==> src/hdl/lag_ram.sv <==
`timescale 1ns / 1ps
module lag_ram #(
   parameter int WIDTH = 128,
   parameter int DEPTH = 32
) (
   input  logic                     clock,
   input  logic                     wr_en,
   input  logic [$clog2(DEPTH)-1:0] wr_addr,
   input  logic [WIDTH-1:0]         wr_data,
   input  logic                     rd_en,
   input  logic [$clog2(DEPTH)-1:0] rd_addr,
   output logic [WIDTH-1:0]         rd_data
);

   logic [WIDTH-1:0] mem_ff [DEPTH];
   logic [WIDTH-1:0] rd_data_ff;

   // one write port, one registered read port
   always_ff @(posedge clock) begin
      if (wr_en) begin
         mem_ff[wr_addr] <= wr_data;
      end
      if (rd_en) begin
         rd_data_ff <= mem_ff[rd_addr];
      end
   end

   assign rd_data = rd_data_ff;

endmodule

==> config.mk <==
export PLATFORM = sky130hd
export DESIGN_NAME = lag_ram
export DESIGN_NICKNAME = d
export VERILOG_FILES = /design/src/hdl/lag_ram.sv
export SDC_FILE = /design/constraint.sdc
export NUM_CORES = 2
export LEC_CHECK = 0
export BUFFER_PORTS_ARGS = -buffer_cell sky130_fd_sc_hd__buf_2
export CELL_PAD_IN_SITES_DETAIL_PLACEMENT = 1
export CELL_PAD_IN_SITES_GLOBAL_PLACEMENT = 2
export CORE_MARGIN = 5
export CORE_UTILIZATION = 55
export DETAILED_ROUTE_END_ITERATION = 12
export PLACE_DENSITY_LB_ADDON = 0.1
export SETUP_SLACK_MARGIN = 0.4
export SYNTH_ARGS = -nofsm -noshare
export SYNTH_HDL_FRONTEND = slang
export SYNTH_SLANG_ARGS = --single-unit
==> constraint.sdc <==
create_clock -name clock -period 11.65 [get_ports clock]
set_clock_uncertainty 0.1 [all_clocks]
set_input_delay 1.165 -clock clock [delete_from_list [all_inputs] [get_ports clock]]
set_output_delay 1.165 -clock clock [all_outputs]
set_load 0.05 [all_outputs]
# [Word-level counts from Yosys, hierarchy flattened]
# Memories as Yosys holds them, arrays and structs flattened. A register that Yosys moved wholly into a read port is not among the register bits.
# Cells that the tools add are included.
[word_totals] ff_bits=0 latchBits=0 ramBits=4096 mem_bits_ro=0 in_bits=141 word_cells=3 memories=1
[memory_table] memory="mem_ff" depth=32 word_bits=128 read_ports=1 rd_clocked_by_memory_dff=1 write_ports=1 line_no="15" rtl="logic [WIDTH-1:0] mem_ff [DEPTH];"
[op_classes] add_sub_neg=0 mul=0 div_mod_pow=0 n_lt_le_gt_ge=0 eq_ne=0 shift=0 muxes=2 n_bitwise=0 n_reduce_logical=0
[op_table] cell="$mux 1" n=2

# [Logic depth before layout (Yosys ltp)]
[logic_depth] depth_word=2 mapped_depth=9 depth_no_buf=4

# [Least setup slack after synthesis]
# Ideal clock, no wire load.
[synth_path] kind="input-to-reg" start="in wr_addr[1]" end="mem mem_ff[12][0] (enable)" arrival_ps=7146 path_slack_ps=3787 stages=3 n_path_buf=1 cell_sequence="or3b_2 -> clkbuf_1 -> nor2_1"
[synth_rtl] element="start: declaration" line_no="8" rtl="input logic [$clog2(DEPTH)-1:0] wr_addr,"
[synth_rtl] element="end: declaration" line_no="15"
# No word-level cell before the write port.

# [Final worst setup path]
[layout_path] start="in wr_addr[1]" end="mem mem_ff[1][118] (enable)"
# No word-level cell before the write port.

==> summary.md <==
| Metric | Value |
|---|---|
| Status | finished, final reports clean |
| Sequential share of power | 0.530 |
| Drt pass-1 iters | 5 |
| Mapped Avg Cell Area | 24.30 sq um |
| RSZ-0062 raised after global routing | false |
| Core Box Area | 282,800 sq um |
| Final Hold Viols | 0 |
| DRT antenna net count | 0 |
| Final Non-Filler Cells | 11,050 |
| DRT met1 WL | 163,900 microns |
| Sink Count | 4,224 |
| Critical-path top delay cell | buf_4 |
| Dominant cells by area after synthesis | edfxtp_1 81%, mux4_2 14%, o22ai_1 1.8% |
| Mux contribution to synthesized area | 0.1463 |
| Ratio of cells with drive above 1 in the final layout | 0.2792 |
| Sw Share | 0.2104 |
| CP Cell Sequence | buf_2 > nand3b_1 > nor2_4 > buf_4 > buf_4 |
| Crit share post-route | 0.3734 |
| Critical path data arrival time | 4.81 ns |
| Mapped Nets | 6,581 |
| TNS Setup | 0 ns |
| DR WL/cell | 37.01 microns |
| Starting Density | 0.5535 |
| Routed wire length | 408,900 microns |
| Most Frequent Cell on Critical Path | buf_4 |
| Routed via count | 73,990 |
| Setup violators final | 0 |
| CTS buffer count | 424 |
| Post-route DRC violation count | 0 |
| Pleak | 54.92 nW |
| Pwr/cell area | 182.2 nW/um^2 |
| Met3 Routed Length | 30,600 microns |
| Simple-gate share of the synthesized area | 0.008250 |
| Post-Syn Area | about 160,000 sq um |
| # IOs | 269 |
| Switching pwr | just under 7 mW |
| Worst slew margin | 0.02555 |
| Initial antenna violation count | 42 |
| Cells after Synth | approximately 6,400 |
| Iter 0 DRT Violations | 8,687 |
| Overall Global Routing Usage | 0.2799 |
| Die area | 295,300 sq um |
| Vias/cell | roughly 6.7 |
| Area growth from synthesis to final layout | 12.70% |
| Sequential share of the synthesized area | 0.8104 |
| Register bit count reported by yosys | 4,224 |
| Worst Path Required | 12.11 ns |
| Max IR drop VDD | 0.1300 mV |
| CP endpoint kind | flip-flop |
| H-tree levels | 5 |
| Met2 wire length | between 200,000 and 250,000 microns |
| Post-synthesis adder-cell area fraction | 0 |
| Post-synth EDFFs | 4,224 |
| Largest family of logic cells by synthesized area | multiplexers |
| Slew @ Worst Pin | around 1.5 ns |
| Final estimated routing congestion in global placement | 0.7416 |
| Root Buffer | clkbuf_16 |
| Highest Signal Layer | met5 |
| Post-CTS Setup Inserts | 0 |
| Placed cell count | roughly 10,000 |
| Post-synth cell types | 27 |
| Int Pwr | 25.38 mW |
| Clk pwr share | 0.424 |
| Asr flop ratio synth | 0 |
| Die height | 543.5 microns |
| Final max-slew violation count | 0 |
| Xor-xnor portion of the synthesized cell area | 0 |
| Crit Path Class | input port to flip-flop |
| Smallest hold slack | 0.6074 ns |
| Final min period | between 4 and 5 ns |
| CTS Buffer Depth | 4 |
| Synth top area share | 0.8104 |
| Placed wire-length estimate | 204,900 microns |
| First-pass GRT wire length | 590,900 microns |
| Critical path peak fanout | 46 |
| Hold Path Class | input port to flip-flop |
| GRT Residual Overflow | 0 |
| Max Fclk | 229.9 MHz |
| CTS tree | done |
| Ys flop type | edfxtp_1 |
| # rows | 195 |
| Port Buffers | roughly 270 |
| Die W | approximately 540 microns |
| Biggest area consumer among synthesized cells | edfxtp_1 |
| Vias in the first global route | 77,920 |
| Clk_lat worst skew | 0.95 ns |
| Max cap viols | 0 |
| Synth Area in Compound Gates | 0.02264 |
| Clock-pin slew on the worst setup and hold paths | 0.06 ns |
| Post-cts resize count | 0 |
| Comb pwr share | 0.046 |
| Worst setup SP type | input port |
| Nets@finish | 7,080 |
| CP peak stage delay | between 0.9 and 1 ns |
| Ys Warns | 0 |
| Hold_buf cts | 0 |
| Largest net degree at the start of global routing | 137 |
-- layout make-up --
cell class | instances | area, sq um
Fill cell | 22050 | 106400
Clock inverter | 259 | 2699
Tap cell | 3743 | 4683
Multi-Input combinational cell | 1864 | 28060
Sequential cell | 4224 | 126800
Antenna cell | 23 | 57.56
Timing Repair Buffer | 425 | 2960
Clock buffer | 510 | 11080
-- power groups by stage --
stage | Clock (mW) | Sequential (mW) | Combinational [mW]
after global placement | 0 | 17.4 | 1.46
after CTS | 13.8 | 17.0 | 1.50
final | 13.6 | 17.0 | 1.48
after floorplan | 0 | 17.5 | 0.739
after global routing | 14.6 | 17.0 | 1.57
after detailed placement | 0 | 17.4 | 1.50
-- worst max-delay path, delay by kind of cell --
kind | cells | cell delay [ns]
simple gates | 2 | 1.55
buf+inv | 3 | 1.93
-- cell families (layout without fill, tap and decap cells) --
group | after synthesis | after routing
AOI/OAI and AO/OA | 546 | 546
muxes | 1092 | 1092
DFF | 4224 | 4224
and+or+nand+nor | 226 | 226
buffers and inverters | 352 | 1194
other | 0 | 23
-- cells in the final DEF, fill, tap and decap left out, types with 2 or more instances in the layout --
cell type,n
nor4_2,3
nand2_1,2
o22ai_1,444
a22oi_1,102
mux4_2,956
clkinv_2,84
nand3_1,36
mux2i_1,136
nor2b_4,2
nand4_1,17
nor2_4,33
nand2_4,2
nor2_2,2
clkinvlp_4,13
buf_4,125
nor4_1,108
clkbuf_1,79
diode_2,23
inv_16,6
clkbuf_16,431
buf_2,265
bufinv_16,52
inv_6,8
edfxtp_1,4224
nand3b_1,6
or3b_2,3
clkinv_8,3
buf_12,34
clkinv_1,91
-- layer usage --
| metal | up-vias | GRT usage |
|---|---|---|
| li1 | 29170 | - |
| met1 | 40860 | 0.4037 |
| met2 | 3382 | 0.4590 |
| met3 | 573 | 0.04367 |
| met4 | 10 | 0.06780 |
| met5 | - | 0 |
-- cells in the mapped netlist (4+ instances only) --
cell,instances
buf_1,44
clkbuf_1,108
or3b_2,4
nor4_1,111
a22oi_1,102
buf_2,94
edfxtp_1,4224
clkbuf_4,9
nand2_1,4
nand4_1,17
o22ai_1,444
buf_6,30
nor2_1,35
nand3b_1,6
mux4_2,956
nand3_1,37
mux2i_1,136
buf_4,67
-- metrics by stage --
stage                     setup slack [ns]  power (mW)    util  instance area (sq um)
after floorplan                      3.787       18.24       -                 156500
after global placement               6.225       18.82  0.5748                 162600
after detailed placement             6.237       18.86  0.5748                 162600
after CTS                            7.325       32.37  0.6236                 176300
after global routing                 7.018       33.20  0.6237                 176400
final                                7.300       32.14  0.6238                 176400
-- registers in the layout, indices dropped and copies added, names as in the netlist --
name and cells:
mem_ff 4096, rd_data 128
-- final timing paths --
| check | start | to | slack (ns) | depth (start not counted) |
|---|---|---|---|---|
| worst max-delay path | wr_addr[1] | mem_ff[1][118] | 7.30 | 5 |
| worst min-delay path | wr_data[21] | mem_ff[6][21] | 0.61 | 1 |
| worst max register to register | mem_ff[27][62] | rd_data[62] | 9.39 | 3 |
| worst min register to register | mem_ff[30][59] | rd_data[59] | 0.69 | 3 |
No activity file was read; power rests on OpenSTA's default activity.
