==> src/hdl/lag_row_unit.sv <==
`timescale 1ns / 1ps
module lag_row_unit #(
   parameter int MAX_COLS = 128
) (
   input  logic [$clog2(MAX_COLS+1)-1:0] active_cols,
   input  logic [MAX_COLS-1:0]           prev_row,
   input  logic [MAX_COLS-1:0]           cur_row,
   input  logic [MAX_COLS-1:0]           next_row,
   output logic [MAX_COLS-1:0]           new_row
);

   localparam int NCW = $clog2(MAX_COLS + 1);
   localparam logic [3:0] BIRTH_COUNT   = 4'd3;
   localparam logic [3:0] SURVIVE_COUNT = 4'd2;

   function automatic logic life_rule(input logic alive, input logic [3:0] count);
      life_rule = (count == BIRTH_COUNT) || (alive && (count == SURVIVE_COUNT));
   endfunction

   logic [MAX_COLS-1:0] col_mask;
   logic [MAX_COLS+1:0] prev_pad;
   logic [MAX_COLS+1:0] cur_pad;
   logic [MAX_COLS+1:0] next_pad;

   // columns beyond the active width count as dead; pad bits are the outer edges
   assign prev_pad = {1'b0, prev_row & col_mask, 1'b0};
   assign cur_pad  = {1'b0, cur_row  & col_mask, 1'b0};
   assign next_pad = {1'b0, next_row & col_mask, 1'b0};

   // one lane per column: neighbor count, then the rule
   for (genvar c = 0; c < MAX_COLS; c++) begin : g_col
      logic [3:0] count_w;

      assign col_mask[c] = (NCW'(c) < active_cols);

      assign count_w = 4'(prev_pad[c]) + 4'(prev_pad[c+1]) + 4'(prev_pad[c+2])
                     + 4'(cur_pad[c])                      + 4'(cur_pad[c+2])
                     + 4'(next_pad[c]) + 4'(next_pad[c+1]) + 4'(next_pad[c+2]);

      // inactive columns keep their old value
      assign new_row[c] = col_mask[c] ? life_rule(cur_row[c], count_w) : cur_row[c];
   end

endmodule

==> config.mk <==
export PLATFORM = sky130hd
export DESIGN_NAME = lag_row_unit
export DESIGN_NICKNAME = d
export VERILOG_FILES = /design/src/hdl/lag_row_unit.sv
export SDC_FILE = /design/constraint.sdc
export NUM_CORES = 2
export LEC_CHECK = 0
export BUFFER_PORTS_ARGS = -buffer_cell sky130_fd_sc_hd__buf_2
export CORE_ASPECT_RATIO = 0.7
export CORE_MARGIN = 2
export CORE_UTILIZATION = 50
export DETAILED_ROUTE_END_ITERATION = 7
export GPL_ROUTABILITY_DRIVEN = 0
export GPL_TIMING_DRIVEN = 0
export PLACE_DENSITY_LB_ADDON = 0.25
export SLEW_MARGIN = 25
export SYNTH_ARGS = -nofsm -noshare
export SYNTH_HDL_FRONTEND = slang
export SYNTH_SLANG_ARGS = --single-unit
==> constraint.sdc <==
create_clock -name vclk -period 5.8
set_input_delay 0.87 -clock vclk [all_inputs]
set_output_delay 0.87 -clock vclk [all_outputs]
set_load 0.01 [all_outputs]
## Word level (Yosys, flattened, before mapping)

Index checks and enable logic that the tools add are counted.

| storage, ports and cells | value |
|---|---|
| output and inout port bits | 128 |
| word-level logic and storage cells | 1660 |
| register bits | 0 |

| cells by class | value |
|---|---|
| add/sub/neg operators | 889 |
| equal/unequal tests | 256 |
| bitwise logic cells | 3 |
| mux-type cells | 128 |
| order comparisons | 128 |
| reductions and logical operators | 256 |

Operators by type and width:

| operator | number |
|---|---|
| $add A4 B1 Y4 | 508 |
| $eq A4 B2 Y1 const B | 256 |
| $lt A7 B8 Y1 const A | 64 |
| $add A3 B1 Y4 | 127 |
| $and A128 B128 Y128 | 3 |
| $add A2 B1 Y3 | 127 |
| $lt A6 B8 Y1 const A | 32 |
| $add A1 B1 Y2 | 127 |
| $logic_and A1 B1 Y1 | 128 |
| $logic_or A1 B1 Y1 | 128 |
| $lt A5 B8 Y1 const A | 16 |
| $mux W1 | 128 |
| $lt A4 B8 Y1 const A | 8 |
| $lt A3 B8 Y1 const A | 4 |
| $lt A1 B8 Y1 const A | 2 |
| $lt A2 B8 Y1 const A | 2 |

## Longest topological paths before layout

| logic depth | value |
|---|---|
| word-level depth | 13 |
| depth in mapped cells | 21 |

## Least setup slack after synthesis

OpenSTA, ideal clock, no wires.

| path | value |
|---|---|
| path type | input to output |
| from | input active_cols[7] |
| to | output new_row[63] |
| path slack | -0.154 ns |
| arrival time | 5.084 ns |
| buffers on the path | 5 |
| data required time | 4.930 ns |
| cell stages on the path | 20 |
| path through | buf_4 buf_4 nor2_4 buf_6 buf_2 buf_2 a21oi_1 and2_1 fa_1 inv_1 fa_1 inv_1 fa_1 and3_1 fa_1 and3b_1 o211ai_1 a31oi_1 o21ai_0 o21ai_0 |

| between the ends | value |
|---|---|
| word-level cells in the longest chain between the ends | 13 |
| elaborated cells between the ends (all ways) | 18 |
| classes of those cells | 7 x add/sub; 3 x order compare; 2 x eq/ne; 1 x mux; 3 x bitwise; 2 x reduce/logical |

RTL lines:

| item | RTL line | source |
|---|---|---|
| start: declaration | 5 | `input logic [$clog2(MAX_COLS+1)-1:0] active_cols,` |
| $lt A6 B8 Y1 | 34 | `assign col_mask[c] = (NCW'(c) < active_cols);` |
| $and A128 B128 Y128 | 26 | `assign prev_pad = {1'b0, prev_row & col_mask, 1'b0};` |
| $add A1 B1 Y2 | 36 | `assign count_w = 4'(prev_pad[c]) + 4'(prev_pad[c+1]) + 4'(prev_pad[c+2])` |
| $add A2 B1 Y3 | 36 |  |
| $add A3 B1 Y4 | 37 | `+ 4'(cur_pad[c]) + 4'(cur_pad[c+2])` |
| $add A4 B1 Y4 | 37 |  |
| $add A4 B1 Y4 (3 in series) | 38 | `+ 4'(next_pad[c]) + 4'(next_pad[c+1]) + 4'(next_pad[c+2]);` |
| $eq A4 B2 Y1 | 17 | `life_rule = (count == BIRTH_COUNT) \|\| (alive && (count == SURVIVE_COUNT));` |
| $logic_and A1 B1 Y1 | 17 |  |
| $logic_or A1 B1 Y1 | 17 |  |
| $mux W1 * | 41 | `assign new_row[c] = col_mask[c] ? life_rule(cur_row[c], count_w) : cur_row[c];` |
| end: declaration | 9 | `output logic [MAX_COLS-1:0] new_row` |

Every way passes the cells marked *; elsewhere a longest branch is shown, timed or not.

## Worst setup path in the final report

| path | value |
|---|---|
| from | input active_cols[7] |
| to | output new_row[114] |

| between the ends | value |
|---|---|
| word-level cells in the longest chain between the ends | 13 |
| elaborated cells between the ends (all ways) | 18 |
| classes of those cells | 7 x add/sub; 3 x order compare; 2 x eq/ne; 1 x mux; 3 x bitwise; 2 x reduce/logical |

RTL lines:

| item | RTL line |
|---|---|
| $lt A7 B8 Y1 | 34 |
| $and A128 B128 Y128 | 26 |
| $add A1 B1 Y2 | 36 |
| $add A2 B1 Y3 | 36 |
| $add A3 B1 Y4 | 37 |
| $add A4 B1 Y4 | 37 |
| $add A4 B1 Y4 (3 in series) | 38 |
| $eq A4 B2 Y1 | 17 |
| $logic_and A1 B1 Y1 | 17 |
| $logic_or A1 B1 Y1 | 17 |
| $mux W1 * | 41 |

Marked as above.

==> impl_results.md <==
* Status: finished with violations
* Failing checks: negative setup slack
* Via count at 28.70k
* Setup TNS at -2185 ps
* Fin crit share at 1.038
* Cell area after layout at 38390 um^2
* Initial detailed-routing violation count at 1939
* Finished Core Util at 0.7166
* Yosys top cell by area: fa_1
* Crit Path Category: input pin to output pin
* Final setup fails at 28
* FP Rows at 71
* Pwr/cell area at 194.7 nW/um^2
* Clock buffer cells at 0
* Filler Cells Inserted at 4054
* CP Max Fanout at 10
* Final Hold Fails at 0
* Num ports at 520
* Max-cap viol count at 0
* Tmin final at 6019 ps
* Die H at 198.4 um
* Largest net degree at the start of global routing at 12
* Worst hold slack at 2082 ps
* Hold path depth at 4
* RSZ-0062 raised after global routing: yes
* Placed wire-length estimate at 77.50 mm
* Crit path capture type: output pin
* FF+latch count at 0
* Width of the die at 281.7 um
* Max VDD drop at 0.1320 mV
* Tightest Hold Check Type: input pin to output pin
* Synth Warn # at 0
* # nets final at 5486
* Reg area at 0 um^2
* Area Growth Syn to Fin at 42.19%
* Initial core utilization at 0.5040
* Slew margin rel. at 0.6614
* Avg Cell Area, Syn at 7.910 um^2
* Share of cells above drive strength 1 at 0.3895
* Seq/Total Area, Yosys at 0
* Final Max Slew Viols at 0
* Worst slew pin tran at 506.1 ps
* Initial antenna violation count at 38
* Global-route wire length before repair at 145.0 mm
* Vias in the first global route at 26.46k
* Leakage at 19.57 nW
* Pre-CTS setup slack at -968.9 ps
* Synthesized net count at 4584
* Mapped Cells at 3413
* Area of the core at 53570 um^2
* Grt ovf at 0
* DR DRC count at 0
* Final WL at 102.3 mm
* Post-synth cell types at 95
* Highest clock rate at 0.1661 GHz
* Req. time, crit path at 4930 ps
* DRT Pass-1 Iters at 5
* Port Buf Inserts at 518
* Average routed wire per standard cell at 20.18 um
* GRT Overall Usage at 0.3306
* Placed cell areas at 30630 um^2
* Die Footprint at 55900 um^2
* Post-synth top area share at 0.2922
* Synth area leaders: fa_1 (29%), ha_1 (18%), inv_1 (7.8%), nand2_1 (5.4%), o21ai_0 (3.8%)
* # hold bufs at CTS at 0
* Startpoint Class: input pin
* Crit path DAT at 5150 ps
* Via-per-instance ratio at 5.660
* ANT nets after route at 0
* Final WS setup at -219.4 ps
* Post-Syn Area at 27000 um^2
==> worst max-delay path, cell delays in order <==
cell	delay [ps]
buf_8	100
buf_12	130
buf_12	120
buf_4	120
clkinvlp_4	100
clkbuf_16	200
o21ai_2	130
nand2_2	170
xor2_1	190
ha_1	280
inv_1	40
fa_1	450
inv_1	110
fa_2	490
and3_4	200
fa_1	520
nand4b_1	160
a41oi_2	200
o22ai_1	120
a21oi_1	230
buf_2	180
==> metrics by stage <==
step,instances,power [W]
floorplan,3413,0.004360
global placement,4661,0.005889
detailed placement,4666,0.006044
CTS,4827,0.006529
global route,5061,0.008374
finish,5071,0.007474
==> cell usage after synthesis, types with 5 or more instances <==
library cell  instances
buf_2                30
nand3b_1             67
o21ai_0             207
o21ai_1              30
nor4_1                5
a31oi_1              15
clkbuf_1             16
xnor2_1              52
a211oi_2              6
or3_1                 6
nand2_1             387
xor2_1               77
a21boi_0             40
inv_1               561
o211a_1               5
a221o_1              14
o21a_1               10
o22ai_1               6
fa_1                394
and2_1              148
buf_4                13
and4b_1               7
or4_1                 5
o211ai_1             23
a222oi_1              8
a221oi_1             19
a311oi_1              7
nand2b_1             16
a31o_2               29
a211oi_1             32
a21o_1               42
ha_1                385
nor2_1              192
nor3_1                5
and3_1               90
nand3_1              64
a21oi_1             205
nor2b_1               7
o21bai_1             84
==> report_power, final <==
group | switching, W | internal, W | total, W | leakage (nW)
Clock | 0 | 0.000000000646 | 0.000000000646 | 0.000180
Sequential | 0 | 0 | 0 | 0
Combinational | 0.00399 | 0.00348 | 0.00747 | 19.6
==> cell type report <==
type                            instances  area (um^2)  area share
Multi-Input combinational cell       2789        27990      0.7292
Timing Repair Buffer                  909         6411      0.1670
Inverter                              561         2117     0.05515
Tap cell                              730        913.4     0.02379
Buffer                                 54        884.6     0.02305
Antenna cell                           28        70.07    0.001825
==> cell usage in the layout (no fill, tap or decap), drive strengths merged, types with 7 or more instances in the layout <==
cell    count
nand3      66
a211oi     38
nand2     388
diode      28
fa        394
a311oi      8
nor2b       7
nand2b     16
o21bai     84
nor4        7
and4b       7
o211ai     24
clkbuf     14
a221oi     19
o21a       10
a31o       29
nor3        8
xnor2      52
xor2       77
inv       558
ha        385
buf       949
a21o       42
nor2      193
nand3b     67
a21boi     43
a31oi      15
and3       90
o31ai       8
a221o      14
and2      148
o21ai     239
a21oi     210
a222oi      8
==> cells by family after synthesis <==
group                    after synthesis  share of synthesized area
AND/OR/NAND/NOR                     1033                     0.1915
AO/OA/AOI/OAI                        846                     0.2047
adder cells (fa/ha/maj)              779                     0.4706
XOR/XNOR                             129                    0.04185
multiplexers                           2                  0.0007879
buffers and inverters                624                    0.09052
==> metal layers <==
layer	part of all wire	up-vias	wire, um	track usage
met2	0.45	1162	45660	0.5280
met3	0.083	331	8496	0.05297
li1	-	13420	-	-
met4	0.049	26	5059	0.09535
met5	0.0016	-	167	0
met1	0.42	13765	42970	0.4624
==> final timing paths <==
path | from | endpoint | slack [ps]
min | cur_row[55] | new_row[55] | 2080
max | active_cols[7] | new_row[114] | -220
==> timing repair <==
action / in CTS / in global routing
pin swaps: 107 / 352
cloned: 6 / 6
setup endpoints to repair: 126 / 125
setup buffers: 164 / 213
gates resized for setup: 580 / 634
(Power assumes the default switching activity.)
